File: src/rtl/core/sdcp_pkg.sv
`default_nettype none

package sdcp_pkg;

  // Line store geometry
  localparam int unsigned LINE_MAX = 19;
  localparam int unsigned LEN_W    = $clog2(LINE_MAX + 1);
  localparam int unsigned IDX_W    = $clog2(LINE_MAX);

  // Characters
  localparam logic [7:0] CH_NUL   = 8'h00;
  localparam logic [7:0] CH_LF    = 8'h0A;
  localparam logic [7:0] CH_CR    = 8'h0D;
  localparam logic [7:0] CH_SPACE = 8'h20;
  localparam logic [7:0] CH_GT    = 8'h3E;
  localparam logic [7:0] CH_B     = 8'h62;
  localparam logic [7:0] CH_D     = 8'h64;
  localparam logic [7:0] CH_M     = 8'h6D;
  localparam logic [7:0] CH_P     = 8'h70;
  localparam logic [7:0] CH_R     = 8'h72;
  localparam logic [7:0] CH_S     = 8'h73;
  localparam logic [7:0] CH_W     = 8'h77;

  // Result kinds
  localparam logic KIND_TX  = 1'b0;
  localparam logic KIND_CMD = 1'b1;

  // Register index (paddr bit 2)
  localparam logic REG_PMIC_ENABLE = 1'b0;

  typedef enum logic [2:0] {
    CMD_DUMP       = 3'd0,
    CMD_MMIO_READ  = 3'd1,
    CMD_MMIO_WRITE = 3'd2,
    CMD_PMIC_READ  = 3'd3,
    CMD_PMIC_WRITE = 3'd4,
    CMD_REBOOT     = 3'd5,
    CMD_RESET      = 3'd6,
    CMD_WAKEUP     = 3'd7
  } cmd_e;

  typedef struct packed {
    logic        done;
    logic        ok;
    cmd_e        cmd;
    logic [31:0] addr;
    logic [31:0] val;
  } dec_status_t;

endpackage

`default_nettype wire

File: src/rtl/core/serial_debug_command_parser.sv
// Serial debug command parser.
// Input channel (in_valid_i/in_ready_o): one received byte per transaction with the
// host_running flag. Zero bytes and bytes taken while the host runs are dropped.
// Output channel (out_valid_o/out_ready_i): one result per transaction, either a byte
// to transmit (echo, newline, prompt) or a decoded command; last_o marks the final
// result of an input byte.
// Steps per accepted byte, with the receiver always ready:
//   printable byte: accept, then echo and line store write;
//   line end by other control byte or full line: newline, '>', ' ';
//   line end by CR: newline, a decode walk over the L stored characters, then
//   the command if valid, '>', ' '. The decode walk reads the line store one
//   character per cycle through its single read port.
// A finished result sits in the output register while the next byte is accepted;
// a stalled receiver holds the sequencer only when it has another result to push.
// Reset empties the line and clears pmic_enable. The line store has no reset;
// only entries written on the current line are read back.
// APB port: register 0 (address 0) is pmic_enable, bit 0. pready is always high.
`default_nettype none

module serial_debug_command_parser (
  input  wire logic        clk_i,
  input  wire logic        rst_ni,
  input  wire logic        in_valid_i,
  output logic             in_ready_o,
  input  wire logic [7:0]  rx_byte_i,
  input  wire logic        host_running_i,
  output logic             out_valid_o,
  input  wire logic        out_ready_i,
  output logic             kind_o,
  output logic [7:0]       echo_byte_o,
  output logic [2:0]       command_o,
  output logic [31:0]      address_o,
  output logic [31:0]      value_o,
  output logic             last_o,
  input  wire logic        psel,
  input  wire logic        penable,
  input  wire logic        pwrite,
  input  wire logic [2:0]  paddr,
  input  wire logic [31:0] pwdata,
  output logic [31:0]      prdata,
  output logic             pready
);
  import sdcp_pkg::*;

  typedef enum logic [6:0] {
    S_IDLE = 7'b0000001,
    S_ECHO = 7'b0000010,
    S_NL   = 7'b0000100,
    S_SCAN = 7'b0001000,
    S_CMD  = 7'b0010000,
    S_GT   = 7'b0100000,
    S_SP   = 7'b1000000
  } state_e;

  state_e           state_q, state_d;
  logic [7:0]       byte_q;
  logic             is_cr_q;
  logic [LEN_W-1:0] len_q, len_d;
  logic [LEN_W-1:0] rd_idx_q, rd_idx_d;
  logic             rd_vld_q;
  logic             pmic_en_q;

  logic             out_valid_q;
  logic             out_kind_q;
  logic [7:0]       out_byte_q;
  cmd_e             out_cmd_q;
  logic [31:0]      out_addr_q;
  logic [31:0]      out_val_q;
  logic             out_last_q;

  logic             accept;
  logic             out_free;
  logic             push;
  logic             push_kind;
  logic [7:0]       push_byte;
  logic             push_last;

  logic             mem_we;
  logic             rd_issue;
  logic [7:0]       rdata;
  logic             dec_start;
  logic             char_valid;
  logic [7:0]       char_byte;
  dec_status_t      dec;

  logic             cfg_wr;

  assign in_ready_o = (state_q == S_IDLE);
  assign accept     = in_valid_i && in_ready_o;
  // The output register can take a result when empty or being drained
  assign out_free   = !out_valid_q || out_ready_i;

  // Line store: written only in ECHO, read only in SCAN, so no overlap to guard
  assign mem_we    = (state_q == S_ECHO) && out_free;
  assign rd_issue  = (state_q == S_SCAN) && (rd_idx_q < len_q) && !dec.done;
  assign dec_start = (state_q == S_NL) && out_free && is_cr_q;

  // Feed stored characters in order, then a NUL past the end of the line
  assign char_valid = (state_q == S_SCAN) && (rd_vld_q || (rd_idx_q == len_q));
  assign char_byte  = rd_vld_q ? rdata : CH_NUL;

  sdcp_line_ram u_line_ram (
    .clk_i   (clk_i),
    .we_i    (mem_we),
    .waddr_i (len_q[IDX_W-1:0]),
    .wdata_i (byte_q),
    .re_i    (rd_issue),
    .raddr_i (rd_idx_q[IDX_W-1:0]),
    .rdata_o (rdata)
  );

  sdcp_decoder u_decoder (
    .clk_i         (clk_i),
    .rst_ni        (rst_ni),
    .start_i       (dec_start),
    .char_valid_i  (char_valid),
    .char_i        (char_byte),
    .pmic_enable_i (pmic_en_q),
    .status_o      (dec)
  );

  // Sequencer: at most one result pushed per step, waiting while the output register is full
  always_comb begin
    state_d   = state_q;
    len_d     = len_q;
    rd_idx_d  = rd_idx_q;
    push      = 1'b0;
    push_kind = KIND_TX;
    push_byte = CH_NUL;
    push_last = 1'b0;
    unique case (state_q)
      S_IDLE: begin
        if (accept && !host_running_i && (rx_byte_i != CH_NUL)) begin
          if ((rx_byte_i < CH_SPACE) || (len_q >= LEN_W'(LINE_MAX))) begin
            state_d = S_NL;
          end else begin
            state_d = S_ECHO;
          end
        end
      end
      S_ECHO: begin
        if (out_free) begin
          push      = 1'b1;
          push_byte = byte_q;
          push_last = 1'b1;
          len_d     = len_q + 1'b1;
          state_d   = S_IDLE;
        end
      end
      S_NL: begin
        if (out_free) begin
          push      = 1'b1;
          push_byte = CH_LF;
          rd_idx_d  = '0;
          state_d   = is_cr_q ? S_SCAN : S_GT;
        end
      end
      S_SCAN: begin
        if (rd_issue) begin
          rd_idx_d = rd_idx_q + 1'b1;
        end
        if (dec.done) begin
          state_d = S_CMD;
        end
      end
      S_CMD: begin
        if (!dec.ok) begin
          state_d = S_GT;
        end else if (out_free) begin
          push      = 1'b1;
          push_kind = KIND_CMD;
          state_d   = S_GT;
        end
      end
      S_GT: begin
        if (out_free) begin
          push      = 1'b1;
          push_byte = CH_GT;
          state_d   = S_SP;
        end
      end
      S_SP: begin
        if (out_free) begin
          push      = 1'b1;
          push_byte = CH_SPACE;
          push_last = 1'b1;
          len_d     = '0;
          state_d   = S_IDLE;
        end
      end
      default: begin
        state_d = S_IDLE;
      end
    endcase
  end

  always_ff @(posedge clk_i or negedge rst_ni) begin
    if (!rst_ni) begin
      state_q     <= S_IDLE;
      len_q       <= '0;
      rd_idx_q    <= '0;
      rd_vld_q    <= 1'b0;
      out_valid_q <= 1'b0;
    end else begin
      state_q  <= state_d;
      len_q    <= len_d;
      rd_idx_q <= rd_idx_d;
      rd_vld_q <= rd_issue;
      if (push) begin
        out_valid_q <= 1'b1;
      end else if (out_ready_i) begin
        out_valid_q <= 1'b0;
      end
    end
  end

  // Latch the accepted byte; payload needs no reset
  always_ff @(posedge clk_i) begin
    if (accept) begin
      byte_q  <= rx_byte_i;
      is_cr_q <= (rx_byte_i == CH_CR);
    end
  end

  // Output register payload; command fields zero in transmit results
  always_ff @(posedge clk_i) begin
    if (push) begin
      out_kind_q <= push_kind;
      out_byte_q <= push_byte;
      out_last_q <= push_last;
      if (push_kind == KIND_CMD) begin
        out_cmd_q  <= dec.cmd;
        out_addr_q <= dec.addr;
        out_val_q  <= dec.val;
      end else begin
        out_cmd_q  <= CMD_DUMP;
        out_addr_q <= '0;
        out_val_q  <= '0;
      end
    end
  end

  assign out_valid_o = out_valid_q;
  assign kind_o      = out_kind_q;
  assign echo_byte_o = out_byte_q;
  assign command_o   = out_cmd_q;
  assign address_o   = out_addr_q;
  assign value_o     = out_val_q;
  assign last_o      = out_last_q;

  // Configuration port; register index is address bit 2
  assign cfg_wr = psel && penable && pwrite;
  assign pready = 1'b1;
  assign prdata = (paddr[2] == REG_PMIC_ENABLE) ? {31'd0, pmic_en_q} : 32'd0;

  always_ff @(posedge clk_i or negedge rst_ni) begin
    if (!rst_ni) begin
      pmic_en_q <= 1'b0;
    end else if (cfg_wr && (paddr[2] == REG_PMIC_ENABLE)) begin
      pmic_en_q <= pwdata[0];
    end
  end

  // Line length never passes the store depth
  assert property (@(posedge clk_i) disable iff (!rst_ni)
    len_q <= LEN_W'(LINE_MAX))
    else $error("line length beyond store depth");

  // The read pointer never runs past the stored line
  assert property (@(posedge clk_i) disable iff (!rst_ni)
    (state_q == S_SCAN) |-> (rd_idx_q <= len_q))
    else $error("line store read past line end");

  // A command result is never the final result of a byte
  assert property (@(posedge clk_i) disable iff (!rst_ni)
    (out_valid_q && (out_kind_q == KIND_CMD)) |-> !out_last_q)
    else $error("command result marked last");

  // A printable byte on a non-full line goes to echo
  assert property (@(posedge clk_i) disable iff (!rst_ni)
    (accept && !host_running_i && (rx_byte_i >= CH_SPACE) && (len_q < LEN_W'(LINE_MAX)))
      |=> (state_q == S_ECHO))
    else $error("printable byte not echoed");

  // The prompt completes the line and empties it
  assert property (@(posedge clk_i) disable iff (!rst_ni)
    ((state_q == S_SP) && out_free) |=> ((len_q == '0) && (state_q == S_IDLE)))
    else $error("line not emptied after prompt");

endmodule

`default_nettype wire

File: src/rtl/core/sdcp_line_ram.sv
`default_nettype none

module sdcp_line_ram (
  input  wire logic                     clk_i,
  input  wire logic                     we_i,
  input  wire logic [sdcp_pkg::IDX_W-1:0] waddr_i,
  input  wire logic [7:0]               wdata_i,
  input  wire logic                     re_i,
  input  wire logic [sdcp_pkg::IDX_W-1:0] raddr_i,
  output logic      [7:0]               rdata_o
);
  import sdcp_pkg::*;

  logic [7:0] mem [LINE_MAX];
  logic [7:0] rdata_q;

  always_ff @(posedge clk_i) begin
    if (we_i) begin
      mem[waddr_i] <= wdata_i;
    end
  end

  always_ff @(posedge clk_i) begin
    if (re_i) begin
      rdata_q <= mem[raddr_i];
    end
  end

  assign rdata_o = rdata_q;

endmodule

`default_nettype wire

File: src/rtl/core/sdcp_decoder.sv
`default_nettype none

module sdcp_decoder (
  input  wire logic                  clk_i,
  input  wire logic                  rst_ni,
  input  wire logic                  start_i,
  input  wire logic                  char_valid_i,
  input  wire logic [7:0]            char_i,
  input  wire logic                  pmic_enable_i,
  output sdcp_pkg::dec_status_t      status_o
);
  import sdcp_pkg::*;

  typedef enum logic [8:0] {
    D_FIRST  = 9'b000000001,
    D_SECOND = 9'b000000010,
    D_A1_SP0 = 9'b000000100,
    D_A1_SP  = 9'b000001000,
    D_A1_HEX = 9'b000010000,
    D_A2_SP  = 9'b000100000,
    D_A2_HEX = 9'b001000000,
    D_DONE   = 9'b010000000,
    D_SPARE  = 9'b100000000
  } dstate_e;

  dstate_e     state_q, state_d;
  logic        ok_q, ok_d;
  cmd_e        cmd_q, cmd_d;
  logic [31:0] addr_q, addr_d;
  logic [31:0] val_q, val_d;
  logic        is_dump_q, is_dump_d;
  logic        is_pmic_q, is_pmic_d;

  logic [7:0]  lc;
  logic        is_dig;
  logic        is_space;
  logic [3:0]  nib;

  // Fold case, then classify
  assign lc       = char_i | 8'h20;
  assign is_dig   = ((lc >= 8'h30) && (lc <= 8'h39)) || ((lc >= 8'h61) && (lc <= 8'h66));
  assign is_space = (char_i == CH_SPACE);
  assign nib      = (lc <= 8'h39) ? lc[3:0] : (lc[3:0] + 4'd9);

  always_comb begin
    state_d   = state_q;
    ok_d      = ok_q;
    cmd_d     = cmd_q;
    addr_d    = addr_q;
    val_d     = val_q;
    is_dump_d = is_dump_q;
    is_pmic_d = is_pmic_q;
    if (start_i) begin
      state_d = D_FIRST;
      ok_d    = 1'b0;
      addr_d  = '0;
      val_d   = '0;
    end else if (char_valid_i) begin
      unique case (state_q)
        D_FIRST: begin
          state_d = D_DONE;
          if (char_i == CH_D) begin
            is_dump_d = 1'b1;
            is_pmic_d = 1'b0;
            state_d   = D_A1_SP0;
          end else if (char_i == CH_M) begin
            is_dump_d = 1'b0;
            is_pmic_d = 1'b0;
            state_d   = D_A1_SP0;
          end else if (char_i == CH_P && pmic_enable_i) begin
            is_dump_d = 1'b0;
            is_pmic_d = 1'b1;
            state_d   = D_A1_SP0;
          end else if (char_i == CH_S) begin
            state_d = D_SECOND;
          end
        end
        D_SECOND: begin
          state_d = D_DONE;
          if (char_i == CH_B) begin
            ok_d  = 1'b1;
            cmd_d = CMD_REBOOT;
          end else if (char_i == CH_R) begin
            ok_d  = 1'b1;
            cmd_d = CMD_RESET;
          end else if (char_i == CH_W) begin
            ok_d  = 1'b1;
            cmd_d = CMD_WAKEUP;
          end
        end
        D_A1_SP0: begin
          state_d = is_space ? D_A1_SP : D_DONE;
        end
        D_A1_SP: begin
          if (is_dig) begin
            addr_d  = {addr_q[27:0], nib};
            state_d = D_A1_HEX;
          end else if (!is_space) begin
            state_d = D_DONE;
          end
        end
        D_A1_HEX: begin
          if (is_dig) begin
            addr_d = {addr_q[27:0], nib};
          end else if (is_space) begin
            state_d = D_A2_SP;
          end else begin
            // No second argument: a read, unless this is a dump
            ok_d    = !is_dump_q;
            cmd_d   = is_pmic_q ? CMD_PMIC_READ : CMD_MMIO_READ;
            state_d = D_DONE;
          end
        end
        D_A2_SP: begin
          if (is_dig) begin
            val_d   = {val_q[27:0], nib};
            state_d = D_A2_HEX;
          end else if (!is_space) begin
            ok_d    = !is_dump_q;
            cmd_d   = is_pmic_q ? CMD_PMIC_READ : CMD_MMIO_READ;
            state_d = D_DONE;
          end
        end
        D_A2_HEX: begin
          if (is_dig) begin
            val_d = {val_q[27:0], nib};
          end else begin
            ok_d    = 1'b1;
            cmd_d   = is_dump_q ? CMD_DUMP : (is_pmic_q ? CMD_PMIC_WRITE : CMD_MMIO_WRITE);
            state_d = D_DONE;
          end
        end
        D_DONE: begin
          state_d = D_DONE;
        end
        default: begin
          state_d = D_DONE;
        end
      endcase
    end
  end

  always_ff @(posedge clk_i or negedge rst_ni) begin
    if (!rst_ni) begin
      state_q <= D_DONE;
      ok_q    <= 1'b0;
    end else begin
      state_q <= state_d;
      ok_q    <= ok_d;
    end
  end

  always_ff @(posedge clk_i) begin
    cmd_q     <= cmd_d;
    addr_q    <= addr_d;
    val_q     <= val_d;
    is_dump_q <= is_dump_d;
    is_pmic_q <= is_pmic_d;
  end

  assign status_o.done = (state_q == D_DONE);
  assign status_o.ok   = ok_q;
  assign status_o.cmd  = cmd_q;
  assign status_o.addr = addr_q;
  assign status_o.val  = val_q;

endmodule

`default_nettype wire
File: config.mk
export PLATFORM = sky130hd
export DESIGN_NAME = serial_debug_command_parser
export DESIGN_NICKNAME = d
export VERILOG_FILES = /design/src/rtl/core/sdcp_pkg.sv /design/src/rtl/core/serial_debug_command_parser.sv /design/src/rtl/core/sdcp_line_ram.sv /design/src/rtl/core/sdcp_decoder.sv
export SDC_FILE = /design/constraint.sdc
export NUM_CORES = 1
export LEC_CHECK = 0
export ABC_CLOCK_PERIOD_IN_PS = 7200
export BUFFER_PORTS_ARGS = -buffer_cell sky130_fd_sc_hd__clkbuf_2
export CORE_UTILIZATION = 45
export DETAILED_ROUTE_END_ITERATION = 10
export PLACE_DENSITY = 0.65
export SLEW_MARGIN = 10
export SYNTH_ARGS = -nofsm -noshare
export SYNTH_HDL_FRONTEND = slang
export SYNTH_SLANG_ARGS = --single-unit
File: constraint.sdc
create_clock -name clk_i -period 7.2 [get_ports clk_i]
set_clock_uncertainty 0.1 [all_clocks]
set_input_delay 1.44 -clock clk_i [delete_from_list [all_inputs] [get_ports clk_i]]
set_output_delay 1.44 -clock clk_i [all_outputs]
set_load 0.01 [all_outputs]
==> metrics <==
Critical Path End Type primary output; most frequent cell after synthesis edfxtp_1; DR vias around 7900; die width 181 um; initial antenna violation count 0; internal power ~3.9 mW; Avg Cell Area, Syn between 10 and 15 sq um; Clock Tree Buf Depth 3; number of global-route vias before repair 7792; placed cells roughly 1500; Leakage ~6.3 nW; Clock transition at path regs about 0.060 ns; Die Footprint around 33000 sq um; Syn Inst Count slightly above 1000; Commonest cells post-synth edfxtp_1, nor2_1, mux2i_1, and2_1, dfxtp_1; Worst Path Required roughly 5.7 ns; clock power share between 30% and 40%; sequential area share after synthesis 66.2%; Comb pwr share about 17%; most common flop cell mapped by yosys edfxtp_1; Yosys Warn Count 0; Final setup viols 0; Remaining DRCs 0; WL/cell 17.5 um; Rows between 60 and 70; kind of start point of the critical path flop; Initial DRT Pass Iterations 5; # hold bufs at CTS 0; ranking of synthesized cells by area edfxtp_1, dfxtp_1, mux4_2; Slew headroom 21.9%; Setup TNS 0 ns; Non-Filler Instances roughly 1500; Post-synth EDFFs around 250; vias per inst 5.22; type of the worst min-delay path reg -> reg; Worst VDD drop approximately 0.00018 V; DRT antenna net count 0; Post-Route WL between 20000 and 30000 um; mapped cell area 14500 sq um; Reg power frac a little over 50%; f_max approximately 270 MHz; Slew @ Worst Pin between 1 and 1.5 ns; # clock sinks between 300 and 400; Max FO, Critical Path 9; CTS Buf Count 36; grt ovf 0; IO Port Bufs 97; Final min period 3.69 ns; gpl congestion between 0.8 and 0.9; initial drt markers between 600 and 700; # IOs roughly 160; RSZ-0062 raised after global routing false; Layout area overhead 12.5%; Post CTS Setup Buffer Count 0; CTS H-tree lvls 2; switching power total 1.49 mW; largest net degree at the start of global routing between 70 and 80; final hold vios 0; share of layout cells above drive strength 1 ~20%; Detail Placement HPWL 17100 um; antenna cell count 0; status finished clean; core area approximately 32000 sq um; Starting Density a little under half; # resized after CTS 0; nets@finish roughly 1200; number of synthesized register bits approximately 350; Worst Setup Path Type reg -> out; Power per Cell Area around 330 nW/um^2; Final period util between 50% and 60%; FFs w/ async S/R, synth under 10%; clk_lat worst skew around 0.51 ns; post-synth cell types 72; clock root buffer clkbuf_16; first-pass GRT wire length 42500 um; area fraction of the dominant cell type after synthesis about 52%; fin. max-slew vios 0; max_cap viols 0; Yosys top cell by area edfxtp_1; WP data arrival around 2.2 ns; Total GRT Usage between 10% and 20%; Die H roughly 180 um; fin util between 50% and 60%; TritonCTS clock tree built; sw frac a little over a quarter
## registers in the layout, indices dropped and copies added (netlist names), 3 cells and up
register / count
u_line_ram.rdata_o: 8
value_o: 32
u_line_ram.mem: 152
u_decoder.addr_q: 32
echo_byte_o: 8
address_o: 32
command_o: 3
u_decoder.val_q: 32
byte_q: 8
u_decoder.cmd_q: 3
u_decoder.state_q: 9
len_q: 5
state_q: 7
rd_idx_q: 5
## final cells by class
class,instances,area [sq um]
timing repair buffer,104,538
multi-input combinational,592,4480
inverter,15,56.3
clock buffer,48,977
sequential,345,9570
fill,2647,15300
tap,402,503
clock inverter,17,145
## power by group through the flow
stage | combinational, mW | sequential, mW | clock, mW
detailed placement | 0.930 | 2.80 | 0
CTS | 0.935 | 2.76 | 1.80
global route | 1.02 | 2.80 | 1.88
floorplan | 0.700 | 2.72 | 0
finish | 0.921 | 2.76 | 1.76
global placement | 0.910 | 2.79 | 0
## layer usage
metal,wire (um),vias to the layer above,part of all wire [%],track usage (%)
li1,-,3809,-,-
met1,12400,3866,46,23.2
met2,12500,229,47,26.2
met3,1370,40,5.1,2.82
met4,525,0,2.0,4.95
met5,0,-,0,0
## critical path: stages (launching register included)
cell	delay (ns)
dfrtp_1	0.47
nor2_1	0.25
nor4b_1	0.42
and3_1	0.34
clkbuf_2	0.17
## final timing paths
check                                   startpoint                   end  slack [ns]  cells after the start
worst min-delay path            u_decoder.val_q[3]    u_decoder.val_q[3]        0.38                      2
worst max-delay path                    state_q[6]            in_ready_o        3.51                      4
worst max register to register          state_q[2]  u_line_ram.mem[4][2]        3.82                      4
min in group asynchronous                   rst_ni           out_valid_o        0.91                      1
max in group asynchronous                   rst_ni           rd_idx_q[0]        5.53                      1
worst min register to register  u_decoder.val_q[3]    u_decoder.val_q[3]        0.38                      2
## layout by cell type, fill, tap and decap left out, drive strengths merged, types with 3 or more instances in the layout
| cell | instances |
|---|---|
| nand2b | 6 |
| nand4 | 10 |
| or3 | 6 |
| mux2i | 76 |
| nor3 | 12 |
| dfrtp | 28 |
| a21o | 8 |
| a211oi | 3 |
| and2 | 73 |
| ha | 15 |
| buf | 7 |
| mux4 | 40 |
| and3 | 3 |
| clkbuf | 145 |
| dfxtp | 64 |
| xnor2 | 12 |
| conb | 32 |
| a21oi | 16 |
| xor2 | 3 |
| or2 | 4 |
| o21ai | 26 |
| inv | 16 |
| nor4 | 14 |
| nor2b | 8 |
| nand4b | 3 |
| nand3 | 12 |
| nor2 | 115 |
| clkinv | 14 |
| edfxtp | 251 |
| mux2 | 13 |
| nand2 | 48 |
## through the flow
| step | setup slack (ns) | area [sq um] | power (mW) | hold slack (ns) |
|---|---|---|---|---|
| 3_3_place_gp | 3.18 | 15100 | 3.70 | 0.369 |
| 3_5_place_dp | 3.13 | 15100 | 3.73 | 0.375 |
| 5_1_grt | 3.25 | 16300 | 5.70 | 0.412 |
| 6_report | 3.51 | 16300 | 5.44 | 0.379 |
| 4_1_cts | 3.49 | 16300 | 5.49 | 0.385 |
| 2_1_floorplan | 1.72 | 14600 | 3.42 | 0.346 |
## cells by family after synthesis
kind of cell | count (synthesis) | share of synthesized area, %
muxes | 129 | 12.5
AOI/OAI and AO/OA | 77 | 3.63
adders and majority gates | 15 | 1.30
xor gates and xnor gates | 15 | 0.908
other | 2 | 0.0519
and+or+nand+nor | 324 | 11.7
DFF | 345 | 66.2
buffers and inverters | 99 | 3.74
Power figures use the tool's default switching activity.
